===== config.mk =====
export PLATFORM = sky130hd
export DESIGN_NAME = dhd_mod_unit
export DESIGN_NICKNAME = d
export VERILOG_FILES = /design/src/hw/rtl/dhd_pkg.sv /design/src/hw/rtl/dhd_mod_unit.sv
export SDC_FILE = /design/constraint.sdc
export NUM_CORES = 1
export LEC_CHECK = 0
export CAP_MARGIN = 20
export CORE_MARGIN = 1
export CORE_UTILIZATION = 35
export DETAILED_ROUTE_END_ITERATION = 8
export DONT_BUFFER_PORTS = 1
export GPL_ROUTABILITY_DRIVEN = 0
export GPL_TIMING_DRIVEN = 0
export PLACE_DENSITY = 0.46
export SLEW_MARGIN = 0
export SYNTH_ARGS = -nofsm -noshare
export SYNTH_HDL_FRONTEND = slang
export SYNTH_SLANG_ARGS = --single-unit

===== constraint.sdc =====
create_clock -name clk -period 9.7 [get_ports clk]
set_clock_uncertainty 0.2 [all_clocks]
set_input_delay 0.485 -clock clk [delete_from_list [all_inputs] [get_ports clk]]
set_output_delay 0.485 -clock clk [all_outputs]
set_load 0.03 [all_outputs]

===== src/hw/rtl/dhd_pkg.sv =====
package dhd_pkg;

    // Table geometry
    localparam int TABLE_SIZE  = 4093;
    localparam int MAX_LETTERS = 12;

    // Field widths
    localparam int LET_W = 24;
    localparam int LEN_W = 4;
    localparam int KEY_W = 28;

    // Derived widths
    localparam int ADDR_W = $clog2(TABLE_SIZE);
    localparam int CNT_W  = $clog2(TABLE_SIZE + 1);
    localparam int GROUPS = (MAX_LETTERS + 2) / 3;
    localparam int GRP_W  = (GROUPS > 1) ? $clog2(GROUPS) : 1;
    localparam int IDX_W  = LEN_W + 1;

    // Reciprocals for the two reductions, scaled by 2**KEY_W
    localparam logic [KEY_W-1:0] RECIP_N  = KEY_W'((64'd1 << KEY_W) / TABLE_SIZE);
    localparam logic [KEY_W-1:0] RECIP_N1 = KEY_W'((64'd1 << KEY_W) / (TABLE_SIZE - 1));

    // Operation codes
    localparam logic OP_FIND   = 1'b0;
    localparam logic OP_INSERT = 1'b1;

    typedef struct packed {
        logic             valid;
        logic [KEY_W-1:0] key;
    } key_res_t;

    typedef struct packed {
        logic              valid;
        logic [ADDR_W-1:0] pos;
        logic [ADDR_W-1:0] stride;
    } hash_res_t;

    typedef struct packed {
        logic              we;
        logic [ADDR_W-1:0] waddr;
        logic [KEY_W-1:0]  wdata;
        logic [ADDR_W-1:0] raddr;
    } ram_req_t;

endpackage


===== src/hw/rtl/dhd_mod_unit.sv =====
module dhd_mod_unit (
    input  logic                  clk,
    input  logic                  rst_n,
    input  logic                  go,
    input  logic [27:0]           key,
    output dhd_pkg::hash_res_t    hash_res
);
    import dhd_pkg::*;

    localparam logic [KEY_W-1:0] MOD_A = KEY_W'(TABLE_SIZE);
    localparam logic [KEY_W-1:0] MOD_B = KEY_W'(TABLE_SIZE - 1);

    logic [2:0]         stage_reg;
    logic [KEY_W-1:0]   key_reg;
    logic [2*KEY_W-1:0] prod_a_reg;
    logic [2*KEY_W-1:0] prod_b_reg;
    logic [KEY_W-1:0]   rem_a_reg;
    logic [KEY_W-1:0]   rem_b_reg;
    logic [ADDR_W-1:0]  pos_reg;
    logic [ADDR_W-1:0]  stride_reg;

    logic [KEY_W-1:0]   q_a;
    logic [KEY_W-1:0]   q_b;

    assign q_a = prod_a_reg[2*KEY_W-1:KEY_W];
    assign q_b = prod_b_reg[2*KEY_W-1:KEY_W];

    // Advance a three-stage reduction: estimate quotient, subtract, correct once
    always_ff @(posedge clk or negedge rst_n)
    begin
        if (!rst_n)
        begin
            stage_reg <= '0;
        end
        else
        begin
            stage_reg <= {stage_reg[1:0], go};
        end
    end

    always_ff @(posedge clk)
    begin
        if (go)
        begin
            key_reg    <= key;
            prod_a_reg <= (2*KEY_W)'(key) * (2*KEY_W)'(RECIP_N);
            prod_b_reg <= (2*KEY_W)'(key) * (2*KEY_W)'(RECIP_N1);
        end
        if (stage_reg[0])
        begin
            rem_a_reg <= key_reg - KEY_W'(q_a * MOD_A);
            rem_b_reg <= key_reg - KEY_W'(q_b * MOD_B);
        end
        if (stage_reg[1])
        begin
            pos_reg    <= (rem_a_reg >= MOD_A) ? ADDR_W'(rem_a_reg - MOD_A)
                                               : ADDR_W'(rem_a_reg);
            stride_reg <= (rem_b_reg >= MOD_B) ? ADDR_W'(rem_b_reg - MOD_B + KEY_W'(1))
                                               : ADDR_W'(rem_b_reg + KEY_W'(1));
        end
    end

    assign hash_res.valid  = stage_reg[2];
    assign hash_res.pos    = pos_reg;
    assign hash_res.stride = stride_reg;

endmodule


==> summary.md, run 1 <==
| Metric | Value |
|---|---|
| Status | `completed` |
| Ant. Diodes | `0` |
| WS Path Type | `flip-flop to flip-flop` |
| Pre-Repair DR Iteration Count | `5` |
| Cell mode on critical path | `fa_1` |
| Initial DRC Count | `557` |
| WP data required | `9.72 ns` |
| Fin Setup TNS | `0 ns` |
| Top-area cell type share of the netlist area | `25.02%` |
| Setup crit end kind | `flip-flop` |
| Area Growth Syn to Fin | `9.528%` |
| Routed wire length per instance | `17.23 microns` |
| Sequential share of the synthesized area | `22.98%` |
| Tot GR Track Use | `17.14%` |
| Vias per std cell | `4.790` |
| Main flop type after synthesis | `edfxtp_1` |
| Antenna violations before repair | `1` |
| Number of distinct library cells after synthesis | `64` |
| Buffers added on ports | `0` |
| Critical path arrival | `7.77 ns` |
| Crit-path leading delay family | `adder cells` |
| Post-synthesis register bit count | `145` |
| RSZ-0062 raised after global routing | `false` |
| CORE AREA | `52,970 sq um` |
| Tcrit/Tclk final | `79.90%` |
| Crit path launch type | `flip-flop` |
| Max Slew Vio Count | `0` |
| Placement Cell Area | `19,770 sq um` |
| Post-DP HPWL | `36.30 mm` |
| Number of global-route vias before repair | `12.93k` |
| Die Span X | `234.3 microns` |
| Final setup vio count | `0` |
| Register-to-Register Path Depth | `26` |
| Worst r2r src | `prod_b_reg[33]` |
| Htree depth | `4` |
| Synth area leader | `fa_1` |
| Maximum fanout along the worst path | `5` |
| Share of post-route cells with drive strength above 1 | `2.903%` |
| Yosys warnings | `0` |
| Hold Worst Slack | `0.04703 ns` |
| Initial core utilization | `35.65%` |
| Pre-CTS setup slack | `1.992 ns` |
| Die H | `234.3 microns` |
| Clock Sinks | `145` |
| Pin count of the biggest net entering global routing | `64` |
| Final worst slack | `1.950 ns` |
| Worst r2r dst | `rem_b_reg[24]` |
| Area taken by multi-input logic gates | `12,800 sq um` |
| DRT Wirelength | `43.91 mm` |
| Post-synth ARST share | `2.069%` |
| Nets | `2,437` |
| Top cells by area, synth | `fa_1 25%, edfxtp_1 23%, ha_1 21%, inv_1 8.9%, xnor2_1 3.8%` |
| Sequential Area | `4340 sq um` |
| Post-Syn Nets | `2,386` |
| Vias post-DR | `12.21k` |
| Final hold vios | `0` |
| Worst rel slew slack | `51.54%` |
| Avg Inst Size Synth | `10.51 sq um` |
| Syn Inst Count | `1,796` |
| Grt ovf | `0` |
| Fin crit period | `7.750 ns` |
| Setup Fix Bufs, Post-CTS | `0` |
| Finished Cell Area | `20,680 sq um` |
| Synthesized area | `18,880 sq um` |
| Die ar. | `54,890 sq um` |
| Fmax | `129.0 MHz` |
| MaxCap Viol Count | `0` |
| Top Ports | `56` |
| Clock-pin slew on the worst setup and hold paths | `0.07 ns` |
| WP buf/inv | `4` |
| Fill count | `5,332` |
| DR DRC count | `0` |
| Worst hold path type | `input pin to async pin` |
| Tightest Pin Transition | `0.7178 ns` |
| CP max stage cell | `o311ai_0` |
| Row count | `84` |
| Most common cell after layout, fill and taps aside | `inv_1` |
| Num CTS Buffers | `17` |
| First-pass GRT wire length | `70.08 mm` |
| Commonest non-fill, non-tap cells in the layout | `450 x inv_1, 323 x ha_1, 236 x fa_1, 142 x edfxtp_1, 87 x a21oi_1` |
| EDFF count, synth | `142` |
| Root Buffer | `clkbuf_16` |
| CP peak stage delay | `0.69 ns` |
| Clock latency at the later pin of the worst-skew pair | `0.48 ns` |
| Max Buffers Root-to-Sink | `2` |
| CTS tree | `built` |
| Post-DRT Antenna Nets | `0` |
| R2R Setup Slk | `1.95 ns` |
[Yosys cell counts (3+ instances only)]
| cell type | number |
|---|---|
| nand4_1 | 16 |
| o31ai_1 | 5 |
| xnor2_1 | 82 |
| and4_1 | 4 |
| inv_1 | 450 |
| xor2_1 | 36 |
| nor3_1 | 20 |
| a211o_1 | 13 |
| a21boi_0 | 4 |
| nand3_1 | 33 |
| nand2_1 | 39 |
| o2111ai_1 | 3 |
| ha_1 | 323 |
| o21a_1 | 7 |
| dfrtp_1 | 3 |
| nor4_1 | 11 |
| a21oi_1 | 87 |
| fa_1 | 236 |
| clkbuf_1 | 7 |
| a31o_2 | 3 |
| o21bai_1 | 16 |
| edfxtp_1 | 142 |
| or3_1 | 7 |
| nor2b_1 | 10 |
| a31oi_1 | 11 |
| nor2_1 | 63 |
| a21o_1 | 32 |
| and3_1 | 12 |
| nand2b_1 | 9 |
| o311ai_0 | 5 |
| o211ai_1 | 6 |
| o21ai_0 | 53 |
| buf_2 | 3 |
| a41oi_1 | 4 |
| a211oi_1 | 8 |
[final cells by class]
cell class / instances / area share (%)
Timing Repair Buffer: 32 / 1.766
Sequential cell: 145 / 20.98
Inverter: 450 / 8.166
Clock buffer: 17 / 2.057
Clock inverter: 15 / 0.7078
Multi-Input combinational cell: 1189 / 61.90
Buffer: 12 / 0.2541
Tap cell: 688 / 4.162
[through the flow]
step / utilization, % / std cells
2_1_floorplan: - / 1796
3_3_place_gp: 37.28 / 2484
3_5_place_dp: 37.32 / 2485
4_1_cts: 39.00 / 2547
5_1_grt: 39.05 / 2548
6_report: 39.05 / 2548
[per-layer routing]
metal	up-vias	track usage [%]	routed length, microns
li1	6039	-	-
met1	5929	22.31	20430
met2	182	28.59	20900
met3	53	3.076	1567
met4	2	5.783	994
met5	-	0	19
[logic make-up (layout without fill, tap and decap cells)]
| kind of cell | after synthesis | count (layout) | share of synthesized area, % |
|---|---|---|---|
| buffers and inverters | 462 | 526 | 9.223 |
| AO/OA/AOI/OAI | 278 | 278 | 9.687 |
| flip-flops | 145 | 145 | 22.98 |
| AND/OR/NAND/NOR | 231 | 231 | 6.062 |
| multiplexers | 2 | 2 | 0.1060 |
| XOR/XNOR | 118 | 118 | 5.473 |
| adder cells (fa/ha/maj) | 560 | 560 | 46.47 |
[worst max-delay path by stage]
stage	startpoint	endpoint	depth (start not counted)
after global placement	prod_b_reg[33]	rem_b_reg[24]	26
final	prod_b_reg[33]	rem_b_reg[24]	26
after CTS	prod_b_reg[33]	rem_b_reg[24]	26
after global routing	prod_b_reg[33]	rem_b_reg[26]	26
after detailed placement	prod_b_reg[33]	rem_b_reg[24]	26
after floorplan	prod_b_reg[33]	rem_b_reg[24]	26
[timing repair]
action | in CTS | in global routing
hold endpoints to repair | 97 | 0
resized for setup | 0 | 0
hold buffers | 30 | 0
[worst reg2reg max path: cells and delay by family, from the launching register on]
kind                     cells  cell delay [ns]
AO/OA/AOI/OAI                9             2.08
XOR/XNOR                     2             0.29
adder cells (fa/ha/maj)      7             3.37
buffers and inverters        4             0.26
flip-flops                   1             0.52
AND/OR/NAND/NOR              4             0.79
Power of run 1 is not shown: default switching activity piles up to over one toggle a cycle in this logic, so the estimate is an artifact.
==> run 2, diff against run 1 <==
Clock period 9.7 ns to 7.7 ns, I/O delays scaled along.
==> summary.md, run 2 (same netlist as run 1, synthesis figures left out) <==
| Metric | Value |
|---|---|
| Routed wire length per instance | `17.28 microns` |
| Worst rel slew slack | `55.25%` |
| CP max stage cell | `fa_1` |
| Top Ports | `56` |
| Critical path origin | `prod_b_reg[33]` |
| Tightest Pin Transition | `0.6713 ns` |
| Initial core utilization | `35.65%` |
| Share of post-route cells with drive strength above 1 | `3.378%` |
| Hold Crit Start | `key[24]` |
| Final core occ | `39.19%` |
| R2R Setup Slk | `0.39 ns` |
| Num CTS Buffers | `17` |
| Clock latency at the later pin of the worst-skew pair | `0.48 ns` |
| CTS tree | `built` |
| DRT Wirelength | `44.12 mm` |
| Antenna violations before repair | `1` |
| Initial DRC Count | `607` |
| DR DRC count | `0` |
| Max Buffers Root-to-Sink | `2` |
| First-pass GRT wire length | `70.24 mm` |
| WP buf/inv | `4` |
| Post-DP HPWL | `36.30 mm` |
| Die H | `234.3 microns` |
| Most common cell after layout, fill and taps aside | `inv_1` |
| Worst r2r src | `prod_b_reg[33]` |
| WP data required | `7.71 ns` |
| Vias per std cell | `4.797` |
| Max Slew Vio Count | `0` |
| Nets | `2,442` |
| Die Span X | `234.3 microns` |
| Buffers added on ports | `0` |
| Tcrit/Tclk final | `94.96%` |
| Crit path launch type | `flip-flop` |
| Row count | `84` |
| Vias post-DR | `12.25k` |
| Clock-pin slew on the worst setup and hold paths | `0.07 ns` |
| Number of global-route vias before repair | `12.95k` |
| Die ar. | `54,890 sq um` |
| Pre-Repair DR Iteration Count | `5` |
| Htree depth | `4` |
| MaxCap Viol Count | `0` |
| Clock Sinks | `145` |
| Status | `completed` |
| Worst hold path type | `input pin to flip-flop` |
| Post-DRT Antenna Nets | `0` |
| Final hold vios | `0` |
| Final setup vio count | `0` |
| Root Buffer | `clkbuf_16` |
| CORE AREA | `52,970 sq um` |
| Area Growth Syn to Fin | `9.939%` |
| Fmax | `136.8 MHz` |
| Crit-path leading delay family | `adder cells` |
| Commonest non-fill, non-tap cells in the layout | `450 x inv_1, 323 x ha_1, 236 x fa_1, 142 x edfxtp_1, 86 x a21oi_1` |
| RSZ-0062 raised after global routing | `false` |
| Pin count of the biggest net entering global routing | `64` |
| Critical path arrival | `7.33 ns` |
| Hold Worst Slack | `0.04368 ns` |
| Tot GR Track Use | `17.19%` |
| Ant. Diodes | `0` |
| CP peak stage delay | `0.64 ns` |
| Fin crit period | `7.312 ns` |
| Maximum fanout along the worst path | `5` |
| Grt ovf | `0` |
| Final worst slack | `0.3881 ns` |
| WS Path Type | `flip-flop to flip-flop` |
| Fin Setup TNS | `0 ns` |
| Setup crit end kind | `flip-flop` |
| Cell mode on critical path | `fa_1` |
| Pre-CTS setup slack | `-0.008231 ns` |
-- run 2: cell count changes in the layout (fill, tap and decap cells not counted), sizes merged --
cell         previous run  this run
dlygate4sd3            29        31
buf                     8        11
-- run 2: timing repair --
action,in CTS,in global routing
hold endpoints to repair,100,0
resized for setup,1,6
buffers inserted,0,3
setup endpoints to repair,2,6
hold buffers,32,0
-- run 2: layout make-up --
class | count | area [sq um]
Clock buffer | 17 | 425.4
Fill cell | 5323 | 32210
Multi-Input combinational cell | 1189 | 12840
Inverter | 450 | 1689
Tap cell | 688 | 860.8
Buffer | 12 | 52.55
Timing Repair Buffer | 37 | 407.9
Clock inverter | 15 | 146.4
Sequential cell | 145 | 4340
-- run 2: layer usage --
layer	GRT usage, %	vias up	wire (microns)
li1	-	6052	-
met1	22.32	5965	20360
met2	28.83	175	21060
met3	3.016	53	1692
met4	5.722	2	978
met5	0	-	19
-- run 2: final timing paths --
path                                  endpoint  depth (start not counted)
worst max-delay path             rem_b_reg[23]                         27
worst min-delay path            prod_b_reg[40]                          2
worst max register to register   rem_b_reg[23]                         27
worst min register to register    rem_b_reg[1]                          0
max in group asynchronous         stage_reg[0]                          2
min in group asynchronous         stage_reg[0]                          2
-- run 2: stage by stage --
stage,instance area (sq um),std cells
4_1_cts,20680,2549
3_5_place_dp,19770,2485
2_1_floorplan,18880,1796
5_1_grt,20760,2553
3_3_place_gp,19750,2484
6_report,20760,2553
Power of run 2 is left out for the same reason.
