File: src/hw/rtl/dhd_pkg.sv
package dhd_pkg;

    // Table geometry
    localparam int TABLE_SIZE  = 4093;
    localparam int MAX_LETTERS = 12;

    // Field widths
    localparam int LET_W = 24;
    localparam int LEN_W = 4;
    localparam int KEY_W = 28;

    // Derived widths
    localparam int ADDR_W = $clog2(TABLE_SIZE);
    localparam int CNT_W  = $clog2(TABLE_SIZE + 1);
    localparam int GROUPS = (MAX_LETTERS + 2) / 3;
    localparam int GRP_W  = (GROUPS > 1) ? $clog2(GROUPS) : 1;
    localparam int IDX_W  = LEN_W + 1;

    // Reciprocals for the two reductions, scaled by 2**KEY_W
    localparam logic [KEY_W-1:0] RECIP_N  = KEY_W'((64'd1 << KEY_W) / TABLE_SIZE);
    localparam logic [KEY_W-1:0] RECIP_N1 = KEY_W'((64'd1 << KEY_W) / (TABLE_SIZE - 1));

    // Operation codes
    localparam logic OP_FIND   = 1'b0;
    localparam logic OP_INSERT = 1'b1;

    typedef struct packed {
        logic             valid;
        logic [KEY_W-1:0] key;
    } key_res_t;

    typedef struct packed {
        logic              valid;
        logic [ADDR_W-1:0] pos;
        logic [ADDR_W-1:0] stride;
    } hash_res_t;

    typedef struct packed {
        logic              we;
        logic [ADDR_W-1:0] waddr;
        logic [KEY_W-1:0]  wdata;
        logic [ADDR_W-1:0] raddr;
    } ram_req_t;

endpackage

File: src/hw/rtl/dhd_key_unit.sv
module dhd_key_unit (
    input  logic                   clk,
    input  logic                   rst_n,
    input  logic                   go,
    input  logic [23:0]            letters,
    input  logic [3:0]             word_length,
    output dhd_pkg::key_res_t      key_res
);
    import dhd_pkg::*;

    logic             active_reg;
    logic             valid_reg;
    logic [GRP_W-1:0] grp_reg;
    logic [LET_W-1:0] letters_reg;
    logic [LEN_W-1:0] len_reg;
    logic [KEY_W-1:0] acc_reg;

    logic [KEY_W-1:0] acc_next;
    logic [6:0]       chunk;
    logic [IDX_W-1:0] base_idx;
    logic [2:0]       digit [3];

    // Weight of a three-letter group: 125 ** g
    function automatic logic [KEY_W-1:0] group_weight(input logic [GRP_W-1:0] g);
        logic [KEY_W-1:0] w;
        logic [KEY_W-1:0] p;
        w = '0;
        p = KEY_W'(1);
        for (int i = 0; i < GROUPS; i++)
        begin
            if (g == GRP_W'(i))
            begin
                w = p;
            end
            p = KEY_W'(p * KEY_W'(125));
        end
        return w;
    endfunction

    always_comb
    begin
        base_idx = IDX_W'(grp_reg) * IDX_W'(3);
        for (int j = 0; j < 3; j++)
        begin
            // letters past the word length contribute nothing
            if ((base_idx + IDX_W'(j)) < IDX_W'(len_reg))
            begin
                digit[j] = {1'b0, letters_reg[2*j +: 2]} + 3'd1;
            end
            else
            begin
                digit[j] = 3'd0;
            end
        end
        chunk    = 7'(digit[0]) + 7'(7'(digit[1]) * 7'd5) + 7'(7'(digit[2]) * 7'd25);
        acc_next = acc_reg + KEY_W'(group_weight(grp_reg) * KEY_W'(chunk));
    end

    always_ff @(posedge clk or negedge rst_n)
    begin
        if (!rst_n)
        begin
            active_reg <= 1'b0;
            valid_reg  <= 1'b0;
            grp_reg    <= '0;
        end
        else
        begin
            valid_reg <= 1'b0;
            if (go)
            begin
                active_reg <= 1'b1;
                grp_reg    <= '0;
            end
            else if (active_reg)
            begin
                grp_reg <= grp_reg + GRP_W'(1);
                if (grp_reg == GRP_W'(GROUPS - 1))
                begin
                    active_reg <= 1'b0;
                    valid_reg  <= 1'b1;
                end
            end
        end
    end

    always_ff @(posedge clk)
    begin
        if (go)
        begin
            letters_reg <= letters;
            // saturate the length
            len_reg     <= (word_length > LEN_W'(MAX_LETTERS)) ? LEN_W'(MAX_LETTERS)
                                                               : word_length;
            acc_reg     <= '0;
        end
        else if (active_reg)
        begin
            letters_reg <= letters_reg >> 6;
            acc_reg     <= acc_next;
        end
    end

    assign key_res.valid = valid_reg;
    assign key_res.key   = acc_reg;

endmodule

File: config.mk
export PLATFORM = sky130hd
export DESIGN_NAME = dhd_key_unit
export DESIGN_NICKNAME = d
export VERILOG_FILES = /design/src/hw/rtl/dhd_pkg.sv /design/src/hw/rtl/dhd_key_unit.sv
export SDC_FILE = /design/constraint.sdc
export NUM_CORES = 1
export LEC_CHECK = 0
export BUFFER_PORTS_ARGS = -buffer_cell sky130_fd_sc_hd__buf_2
export CAP_MARGIN = 30
export CELL_PAD_IN_SITES_DETAIL_PLACEMENT = 0
export CELL_PAD_IN_SITES_GLOBAL_PLACEMENT = 1
export CORE_MARGIN = 8
export CORE_UTILIZATION = 25
export DETAILED_ROUTE_END_ITERATION = 16
export PLACE_DENSITY = 0.6
export SLEW_MARGIN = 40
export SYNTH_ARGS = -nofsm -noshare
export SYNTH_HDL_FRONTEND = slang
export SYNTH_SLANG_ARGS = --single-unit
export TNS_END_PERCENT = 30
File: constraint.sdc
create_clock -name clk -period 8.3 [get_ports clk]
set_input_delay 1.66 -clock clk [delete_from_list [all_inputs] [get_ports clk]]
set_output_delay 1.66 -clock clk [all_outputs]
set_load 0.02 [all_outputs]
==> reports/results.tsv, run 1 <==
stage	metric	value	unit
cts	H-tree Lvls	3	
grt	GRT Total Usage	11.5	%
min_path	WHS Endpoint	acc_reg[7]	
critical_path	Crit. End Element	flop	
critical_path	worst reg2reg startpoint	grp_reg[1]	
placement	Final HPWL DP	16.4	mm
timing	final setup fails	3	
critical_path	Critical Setup Path Class	flop to flop	
die	Die Ht	190	µm
timing	Clock Skews	16.6	ps
timing	setup TNS	-267	ps
layout	max reg flops	28	
logic_synthesis	syn_nets	1000	
layout	n_diodes	0	
min_path	Hold/Removal Path Class	flop to flop	
timing	worst setup margin	-142	ps
critical_path	Reg2Reg Depth	35	
outcome	failing checks	negative setup slack	
timing	Rel. slew slack	47.1	%
logic_synthesis	flops & latches, synth	60	
critical_path	Reg2Reg Setup Slack	-140	ps
placement	count of port buffers added during placement	59	
die	IO Pins	60	
layout	fin area	10300	µm²
cts	root buffer selected by CTS	clkbuf_16	
placement	area post-placement	9260	µm²
logic_synthesis	area share of the largest cell type after synthesis	25.1	%
timing	Final Cycle Share	102	%
detailed_routing	Antenna Violating Nets Remaining	0	
timing	final worst path period need	8440	ps
min_path	hold path startpoint	acc_reg[7]	
detailed_routing	vias per inst	4.29	
layout	Nets	1192	
die	core area	29800	µm²
grt	initial antenna violation count	0	
logic_synthesis	Post-Syn Area per Cell	9.91	µm²
flow_run	MaxCap Viol Count	0	
timing	final hold vios	0	
logic_synthesis	ys async rst share	6.67	%
detailed_routing	routed wire length	20.4	mm
detailed_routing	drt wl/cell	15.1	µm
die	Initial Util	25.5	%
critical_path	CP max stage cell	fa_1	
layout	Layout Cells excl Fill	1353	
grt	total grt overflow	0	
critical_path	CP required	8590	ps
die	num rows	63	
timing	f_max	118	MHz
outcome	status	finished, violations left	
logic_synthesis	synth unique cells	60	
die	die width	190	µm
critical_path	startpoint types	flop	
timing	Slew Limit Fails	0	
cts	TritonCTS clock tree	yes	
logic_synthesis	instance count of the mapped netlist	766	
logic_synthesis	Yosys Warn Count	0	
layout	most frequent cells in the layout	157 x inv_1, 135 x buf_4, 83 x ha_1	
layout	layout cell share with drive strength beyond 1	37.7	%
logic_synthesis	ranking of synthesized cells by area	fa_1 25%, ha_1 18%, edfxtp_1 11%	
cts	clk sink count	60	
min_path	WHS Path Cells	2	
die	total die area	36200	µm²
grt	largest net degree at the start of global routing	49	
layout	commonest non-fill, non-tap cell in the layout	inv_1	
cts	Max Root-Sink Buffers	2	
detailed_routing	Pre-Repair DR Iteration Count	4	
critical_path	crit-path max cell delay	550	ps
placement	Final Wtd Congestion	0.849	
logic_synthesis	Post-synth EDFFs	28	
grt	vias in the first global route	6177	
detailed_routing	DR vias	5800	
logic_synthesis	most common flop cell mapped by yosys	edfxtp_1	
timing	RSZ-0062 raised after global routing	true	
logic_synthesis	Seq/Total Area, Yosys	19.8	%
grt	global-route wire length before repair	32.7	mm
placement	Placed Cells	1310	
detailed_routing	DRC	0	
critical_path	worst r2r dst	acc_reg[27]	
logic_synthesis	Mapped Area	7590	µm²
detailed_routing	1st-iter DRT viols	171	
layout	Layout area overhead	35.6	%
critical_path	Critical Path AT	8730	ps
critical_path	crit-path max FO	5	
logic_synthesis	Synth area leader	fa_1	
layout	final core utilization	34.5	%
cts	CTS Buf Count	9	
cts	clk slew on worst S/H paths	60	ps
cts	clock latency on the worst-skew pair	360	ps
cts	CTS hold repair buffers	0	
timing	Worst Tran Pin Value	792	ps
## area by class of cell
type	count	area, µm²
Fill cell	3085	19500
Multi-Input combinational cell	512	5970
Sequential cell	60	1500
Timing Repair Buffer	202	1400
Inverter	173	652
Tap cell	390	488
Clock buffer	9	225
Clock inverter	7	50.0
## cells in the mapped netlist, drive strengths merged, types with 2 or more instances
library cell  instances
nor3b                 2
nor3                  5
ha                  108
dfxtp                28
nand2b                3
nor4                  2
a21oi                29
xor2                 10
edfxtp               28
buf                   8
or2                   4
dfrtp                 4
inv                 173
clkbuf               13
and3                  5
mux2                 18
and2                 19
xnor2                20
o31ai                 4
a221oi                2
mux2i                10
o311ai                2
a21o                 18
a31oi                 7
nand3                11
a21boi                3
nor2                 30
nand4                 2
a211oi                7
a22o                 10
nand2                38
o21a                  4
fa                   95
nand3b                3
o21ai                15
o211ai                4
o21bai                4
nor2b                 7
## routing by layer
metal	vias up	global-route usage [%]	wire, µm
met5	-	0	0
met4	0	2.15	138
met3	8	2.19	656
met2	66	18.3	9680
met1	2853	16.0	9910
li1	2873	-	-
## critical path, delay by kind of cell (launching register included)
family / cells / cell delay (ps)
fa+ha+maj: 12 / 4100
flops: 1 / 380
buf+inv: 4 / 400
xor+xnor: 2 / 300
compound gates: 13 / 2220
simple gates: 4 / 960
## how the worst max path moves through the flow
stage / start / endpoint / depth (start not counted)
finish: grp_reg[1] / acc_reg[27] / 35
global route: grp_reg[1] / acc_reg[27] / 35
CTS: grp_reg[1] / acc_reg[27] / 34
detailed placement: grp_reg[1] / acc_reg[27] / 38
global placement: grp_reg[1] / acc_reg[27] / 38
floorplan: grp_reg[1] / acc_reg[27] / 34
## cell families after synthesis
logic type	synth area share, %
muxes	3.99
AOI/OAI and AO/OA	10.9
adders and majority gates	42.9
DFF	19.8
buffers and inverters	10.0
and+or+nand+nor	8.97
xor gates and xnor gates	3.46
## repair_timing
item                                   4_1_cts  5_1_grt
resized for setup                           65       50
setup endpoints to repair                   17       18
buffers inserted                            16       14
cloned                                       0        0
endpoints found under the hold margin        0        0
pin swaps                                   58       58
## through the flow
step	hold WS, ps	setup WS (ps)
3_5_place_dp	501	-459
6_report	505	-142
5_1_grt	522	-507
2_1_floorplan	525	21.7
3_3_place_gp	498	-398
4_1_cts	511	-175
Power of run 1 is not shown: default switching activity piles up to over one toggle a cycle in this logic, so the estimate is an artifact.
==> run 2: changes to the inputs <==
--- a/config.mk
+++ b/config.mk
@@ -12,7 +12,7 @@
 export CORE_MARGIN = 8
 export CORE_UTILIZATION = 25
 export DETAILED_ROUTE_END_ITERATION = 16
-export PLACE_DENSITY = 0.6
+export PLACE_DENSITY = 0.59
 export SLEW_MARGIN = 40
 export SYNTH_ARGS = -nofsm -noshare
 export SYNTH_HDL_FRONTEND = slang
==> constraint.sdc (replaced) <==
create_clock -name clk -period 8.85 [get_ports clk]
set_input_delay 1.77 -clock clk [delete_from_list [all_inputs] [get_ports clk]]
set_output_delay 1.77 -clock clk [all_outputs]
set_load 0.02 [all_outputs]
==> run 2 against run 1 <==
The run now ends clean. Wire length shrank 3.3%. Non-clock buffer count shrank 28. Clock-buffer cell count grew 1. Global-route usage shrank 0.31 points. Worst hold slack gained 7.4 ps. Highest routed layer unchanged.
==> reports/results.tsv, run 2 (synthesis results as in run 1) <==
stage	metric	value	unit
outcome	status	finished clean	
layout	n_diodes	0	
layout	commonest non-fill, non-tap cell in the layout	inv_1	
layout	Layout Cells excl Fill	1325	
timing	Final Cycle Share	96.1	%
layout	max reg flops	28	
flow_run	MaxCap Viol Count	0	
die	core area	29800	µm²
die	Initial Util	25.5	%
grt	total grt overflow	0	
placement	Final HPWL DP	16.2	mm
die	IO Pins	60	
layout	Layout area overhead	29.1	%
placement	Placed Cells	1300	
layout	layout cell share with drive strength beyond 1	31.2	%
timing	Rel. slew slack	48.1	%
detailed_routing	routed wire length	19.7	mm
min_path	Hold/Removal Path Class	flop to flop	
grt	largest net degree at the start of global routing	49	
cts	clk slew on worst S/H paths	60	ps
critical_path	crit-path max cell delay	570	ps
die	die width	190	µm
critical_path	crit-path max FO	5	
cts	H-tree Lvls	3	
detailed_routing	1st-iter DRT viols	180	
detailed_routing	DRC	0	
detailed_routing	vias per inst	4.29	
timing	worst setup margin	347	ps
cts	Max Root-Sink Buffers	2	
timing	f_max	118	MHz
die	Die Ht	190	µm
layout	final core utilization	32.9	%
critical_path	startpoint types	flop	
timing	final hold vios	0	
critical_path	Crit. End Element	flop	
detailed_routing	Antenna Violating Nets Remaining	0	
cts	clock latency on the worst-skew pair	350	ps
timing	final setup fails	0	
placement	area post-placement	9070	µm²
layout	Nets	1164	
die	num rows	63	
detailed_routing	DR vias	5685	
placement	Final Wtd Congestion	0.814	
grt	GRT Total Usage	11.1	%
placement	worst slack at placement	-382	ps
grt	global-route wire length before repair	31.6	mm
cts	root buffer selected by CTS	clkbuf_16	
layout	# fillers	3129	
detailed_routing	Pre-Repair DR Iteration Count	4	
layout	fin area	9800	µm²
detailed_routing	drt wl/cell	14.9	µm
timing	final worst path period need	8500	ps
grt	vias in the first global route	5986	
layout	most frequent cells in the layout	166 x inv_1, 111 x buf_4, 93 x ha_1	
timing	Clock Skews	11.6	ps
timing	Slew Limit Fails	0	
die	total die area	36200	µm²
critical_path	Critical Path AT	8780	ps
critical_path	CP max stage cell	fa_2	
critical_path	CP required	9130	ps
placement	count of port buffers added during placement	59	
cts	CTS hold repair buffers	0	
timing	RSZ-0062 raised after global routing	true	
grt	initial antenna violation count	0	
timing	Worst Tran Pin Value	778	ps
cts	clk sink count	60	
critical_path	Critical Setup Path Class	flop to flop	
cts	TritonCTS clock tree	yes	
cts	CTS Buf Count	9	
run 2: changes by cell type in the layout (fill, tap and decap cells not counted), sizes merged:
cell / previous run / this run
buf: 202 / 174
clkbuf: 9 / 10
clkinv: 2 / 4
inv: 176 / 173
run 2: worst max-delay path: cells and delay by family (launching register included):
family | cells | cell delay [ps]
fa+ha+maj | 12 | 4100
compound gates | 12 | 2100
xor+xnor | 2 | 300
simple gates | 5 | 1230
buf+inv | 4 | 330
flops | 1 | 380
run 2: cell type report:
cell class	count	area, µm²	share of cell area, %
clock buffers	10	229	2.34
clock inverters	6	41.3	0.422
flip-flops and latches	60	1500	15.3
multi-input cells	512	5710	58.3
repair buffers	174	1170	12.0
well taps	390	488	4.98
inverters	173	652	6.65
run 2: final timing paths:
check / startpoint / end / slack [ps] / cells past startpoint
min in group asynchronous: rst_n / grp_reg[1] / 1250 / 1
setup / recovery: grp_reg[1] / acc_reg[27] / 350 / 35
hold reg to reg: acc_reg[7] / acc_reg[7] / 510 / 2
hold / removal: acc_reg[7] / acc_reg[7] / 510 / 2
max in group asynchronous: rst_n / active_reg / 7440 / 1
setup reg to reg: grp_reg[1] / acc_reg[27] / 350 / 35
run 2: layer usage:
metal,vias to the layer above,global-route usage (%),routed length [µm]
met5,-,0,0
met3,11,2.27,647
met1,2786,15.5,9670
met2,72,17.9,9280
li1,2816,-,-
met4,0,1.88,124
run 2: per-stage QoR:
step                hold WS [ps]  setup TNS [ps]
finish                       512               0
floorplan                    525               0
global route                 553            -136
detailed placement           508           -2730
CTS                          519               0
global placement             504            -901
run 2: timing repair:
| item | CTS | global route |
|---|---|---|
| resized for setup | 11 | 75 |
| endpoints found under the setup margin | 15 | 18 |
| pin swaps | 10 | 52 |
| setup buffers | 3 | 6 |
Power of run 2 is left out for the same reason.
